### src/rtl/imbf_count_mem.sv
// bucket count memory with a clearing sweep after reset
`default_nettype none

module imbf_count_mem #(
    parameter int BUCKETS = 256,
    parameter int CW      = 4
) (
    input  wire logic                       clk,
    input  wire logic                       rst_n,
    input  wire logic                       rd_en,
    input  wire logic [$clog2(BUCKETS)-1:0] rd_addr,
    output logic      [CW-1:0]              rd_data,
    input  wire logic                       wr_en,
    input  wire logic [$clog2(BUCKETS)-1:0] wr_addr,
    input  wire logic [CW-1:0]              wr_data,
    output logic                            busy
);

    localparam int BW = $clog2(BUCKETS);

    logic [CW-1:0] mem [BUCKETS];
    logic [CW-1:0] rd_data_reg;
    logic          clr_busy_reg;
    logic          clr_busy_next;
    logic [BW-1:0] clr_addr_reg;
    logic [BW-1:0] clr_addr_next;
    logic          mem_we;
    logic [BW-1:0] mem_waddr;
    logic [CW-1:0] mem_wdata;

    always_comb
    begin
        clr_busy_next = clr_busy_reg;
        clr_addr_next = clr_addr_reg;
        if (clr_busy_reg)
        begin
            clr_addr_next = clr_addr_reg + 1'b1;
            if (clr_addr_reg == BW'(BUCKETS - 1))
            begin
                clr_busy_next = 1'b0;
            end
        end
    end

    always_comb
    begin
        if (clr_busy_reg)
        begin
            mem_we    = 1'b1;
            mem_waddr = clr_addr_reg;
            mem_wdata = '0;
        end
        else
        begin
            mem_we    = wr_en;
            mem_waddr = wr_addr;
            mem_wdata = wr_data;
        end
    end

    always_ff @(posedge clk or negedge rst_n)
    begin
        if (!rst_n)
        begin
            clr_busy_reg <= 1'b1;
            clr_addr_reg <= '0;
        end
        else
        begin
            clr_busy_reg <= clr_busy_next;
            clr_addr_reg <= clr_addr_next;
        end
    end

    always_ff @(posedge clk)
    begin
        if (mem_we)
        begin
            mem[mem_waddr] <= mem_wdata;
        end
        if (rd_en)
        begin
            rd_data_reg <= mem[rd_addr];
        end
    end

    assign rd_data = rd_data_reg;
    assign busy    = clr_busy_reg;

endmodule

`default_nettype wire

### config.mk
export PLATFORM = sky130hd
export DESIGN_NAME = imbf_count_mem
export DESIGN_NICKNAME = d
export VERILOG_FILES = /design/src/rtl/imbf_count_mem.sv
export SDC_FILE = /design/constraint.sdc
export NUM_CORES = 1
export LEC_CHECK = 0
export BUFFER_PORTS_ARGS = -buffer_cell sky130_fd_sc_hd__buf_2
export CORE_MARGIN = 4
export CORE_UTILIZATION = 50
export CTS_CLUSTER_DIAMETER = 30
export DETAILED_ROUTE_END_ITERATION = 16
export GPL_ROUTABILITY_DRIVEN = 1
export PLACE_DENSITY_LB_ADDON = 0.1
export SLEW_MARGIN = 20
export SYNTH_ARGS = -nofsm -noshare
export SYNTH_HDL_FRONTEND = slang
export SYNTH_SLANG_ARGS = --single-unit
export TNS_END_PERCENT = 30
### constraint.sdc
create_clock -name clk -period 15.8 [get_ports clk]
set_input_delay 3.16 -clock clk [delete_from_list [all_inputs] [get_ports clk]]
set_output_delay 3.16 -clock clk [all_outputs]
set_load 0.02 [all_outputs]
**Yosys cells after proc, flatten, opt, wreduce, memory -nomap -nowiden**

Memories as Yosys holds them, arrays and structs flattened. A register that Yosys moved wholly into a read port is not among the register bits.
Cells that the tools add are included.
Widths: inputs -> output; s select.

- Memories: 1
- Flip-flop bits (word level): 9
- Bits of input ports: 24
- Output and inout port bits: 5
- Memory bits (writable): 1024
- Logic and storage cells: 12

Memory list:

| memory | depth | width | read ports | clocked after memory_dff | wr ports | line | RTL |
|---|---|---|---|---|---|---|---|
| mem | 256 | 4 | 1 | 1 | 1 | 21 | `logic [CW-1:0] mem [BUCKETS];` |

- Multiplexer cells: 7
- $add $sub $neg: 1
- Eq/ne operators: 1

Operator list:

| kind | count |
|---|---|
| $add 8x1->8 const B | 1 |
| $eq 8x8->1 const B | 1 |
| $mux 8 | 1 |
| $mux 1 | 5 |
| $mux 4 | 1 |

**Longest topological paths before layout**

- Depth in word-level cells: 3
- Mapped depth: 10

**Worst setup path before layout**

Ideal clock, no wire load.

- Path kind: input -> register
- Start: in wr_data[0]
- End: mem mem[0][0] (data pin)
- Library setup time: 1.446 ns
- Slack: 5.049 ns
- Data arrival time: 9.305 ns
- Cell stages on the path: 1
- Data required time: 14.354 ns
- Cells stage by stage: nor2b_1

- Cells in the longest elaborated chain, start to end: 1

Ends and longest elaborated chain:

| what | line | RTL |
|---|---|---|
| from (decl) | 15 | `input wire logic [CW-1:0] wr_data,` |
| $mux 4 | 47 | `if (clr_busy_reg)` |
| to (decl) | 21 |  |

No other way between the ends.

==> flow_summary.json <==
{
  "worstPathArrival_ns": 6.84,
  "synthTopCellsByCount": "1028 x edfxtp_1, 284 x nor2_1, 207 x mux4_2, 90 x nand2_1, 67 x mux2i_1",
  "place_congestion": 0.798,
  "die_h_um": 296,
  "yosysWarnings": 0,
  "max_stage_delay_ns": 0.99,
  "syn2layout_area_growth_pct": 19.0,
  "synth_fp_nets": 2251,
  "drc": 0,
  "netlist_instances": 2226,
  "core_sq_um": 82100,
  "synthArstFlopShare_pct": 0.868,
  "rsz0062_at_grt": "no",
  "final_hold_viol_count": 0,
  "ctsResizeCount": 0,
  "grt_overflow": 0,
  "ios": 29,
  "yosys-top-cells-area": "edfxtp_1 75%, mux4_2 11%, nor2_1 2.6%, mux2i_1 1.6%, nand2_1 0.82%",
  "cts_buffers": 194,
  "synth_top_area_share_pct": 74.5,
  "die_x_um": 296,
  "place_area_sq_um": 42600,
  "grt_pass1_vias": 22700,
  "synth_flop_cell": "edfxtp_1",
  "die_area_sq_um": 87500,
  "final_cell_area_sq_um": 49300,
  "grt_usage_pct": 24.4,
  "max-vdd-ir-drop_uv": 112,
  "drtIter0Drc": 2228,
  "ys_types": 56,
  "crit_slowest_cell": "o41ai_1",
  "fin_crit_ns": 6.38,
  "clock_latency_ns": 0.75,
  "crit_path_end_kind": "register",
  "setup-tns-final_ns": 0,
  "final_core_util_pct": 60.1,
  "cts_setup_buffers": 0,
  "synth_edf_count": 1028,
  "avgSynthCellArea_sq_um": 18.6,
  "port_buffers": 28,
  "post-route-period-util_pct": 40.4,
  "largest_register_ffs": 1024,
  "grt_pass1_wl_um": 153000,
  "setup_viol": 0,
  "vias": 21800,
  "nNetsFinal": 2363,
  "dp_slack_ns": 8.68,
  "antenna_left": 0,
  "worstPathCellList": "buf_8 -> buf_12 -> mux2_2 -> o22ai_1 -> nor3_1 -> o41ai_1 -> a32o_1 -> nand3_1",
  "outcome": "finished, final reports clean",
  "grt_max_degree": 257,
  "clkTransAtPathRegs_ns": 0.05,
  "required_ns": 16.26,
  "via_per_inst": 6.10,
  "nFillCells": 5850,
  "h-tree-depth": 4,
  "yosysTopAreaCell": "edfxtp_1",
  "cts_tree": "built",
  "wire_per_inst_um": 29.1,
  "fmax_mhz": 157,
  "setup_slack_ns": 9.42,
  "netlist_area_sq_um": 41400,
  "place_hpwl_um": 59800,
  "drive_gt1_share_pct": 25.3,
  "cp-start-kind": "primary input",
  "yosysSeqAreaShare_pct": 75.0,
  "routed_wl_um": 104000,
  "ys_ff_latch": 1037,
  "root_buffer": "clkbuf_16",
  "fp-row-count": 105,
  "tightest_slew_ns": 1.17,
  "ctsHoldBuffers": 0,
  "drv_slew": 0,
  "clockBufferDepth": 3,
  "cp_max_fo": 141,
  "path_class": "primary input to register",
  "cap_violations": 0,
  "power_density_nw_per_um2": 152,
  "leakagePower_nw": 15.7,
  "dr.pass1.iters": 7,
  "synth.most_common_cell": "edfxtp_1",
  "hp-class": "register to register",
  "clock_sinks": 1037,
  "diodes": 0,
  "slew_headroom_pct": 21.9,
  "start_util_pct": 50.5,
  "antenna_found_initial": 2,
  "finalClockSkew_ns": 0.0179
}
## path summary, 6_finish.rpt
check                                              endpoint  slack (ns)                         from  cells after the start
min in group asynchronous       clr_addr_reg[0]$_DFFE_PN0P_        2.26                        rst_n                      1
worst max register to register        mem[129][0]$_DFFE_PP_       11.80               busy$_DFF_PN1_                      4
max in group asynchronous                    busy$_DFF_PN1_       13.29                        rst_n                      1
worst max-delay path                   rd_data[3]$_DFFE_PP_        9.42                   rd_addr[1]                      8
worst min register to register  clr_addr_reg[7]$_DFFE_PN0P_        0.57  clr_addr_reg[7]$_DFFE_PN0P_                      1
worst min-delay path            clr_addr_reg[7]$_DFFE_PN0P_        0.57  clr_addr_reg[7]$_DFFE_PN0P_                      1
## kinds of logic after synthesis
logic type | count (synthesis) | share of synthesized area, %
flip-flops | 1037 | 75.0
AND/OR/NAND/NOR | 493 | 5.04
XOR/XNOR | 7 | 0.148
adder cells (fa/ha/maj) | 1 | 0.0302
AO/OA/AOI/OAI | 233 | 3.79
buffers and inverters | 146 | 1.80
multiplexers | 309 | 14.1
## per-stage QoR
step / hold slack (ns) / cells / power, mW
6_report: 0.565 / 3575 / 7.49
5_1_grt: 0.604 / 3575 / 7.71
4_1_cts: 0.567 / 3574 / 7.54
3_5_place_dp: 0.560 / 3211 / 3.36
3_3_place_gp: 0.545 / 3211 / 3.36
2_1_floorplan: 0.516 / 2226 / 3.28
## metal layers
layer  vias to the layer above  share of wire, %  global-route usage (%)
met5                         -                 0                       0
met4                         0               2.8                    7.96
met3                       178               8.2                    6.44
met2                       978                47                    37.5
met1                     11300                42                    34.6
li1                       9304                 -                       -
## cell usage in the layout, fill, tap and decap left out, types with 27 or more instances in the layout
master | netlist | final
bufinv_16 | 0 | 30
clkinv_1 | 2 | 27
mux2i_1 | 67 | 67
a211oi_1 | 36 | 36
clkbuf_16 | 0 | 194
a21oi_1 | 59 | 59
nor2_1 | 284 | 283
edfxtp_1 | 1028 | 1028
a22oi_1 | 33 | 33
nand2_1 | 90 | 90
mux4_2 | 207 | 207
## power by group
group          total (mW)  internal, mW  switching [mW]
Combinational       0.273        0.0879           0.185
Clock                4.18          2.76            1.42
Sequential           3.04          3.04         0.00282
## critical path, delay by kind of cell
kind	cells	cell delay, ns
simple gates	2	0.16
mux	1	0.42
buf+inv	2	1.39
compound gates	3	1.56
## area by class of cell
cell class | instances | area [sq um] | share of cell area [%]
sequential | 1037 | 31100 | 63.0
timing repair buffer | 53 | 409 | 0.829
clock buffer | 213 | 4930 | 9.99
inverter | 9 | 33.8 | 0.0685
multi-input combinational | 1043 | 9710 | 19.7
clock inverter | 150 | 1810 | 3.67
tap | 1070 | 1340 | 2.71
Note: power is estimated with default switching activity, not from simulation.
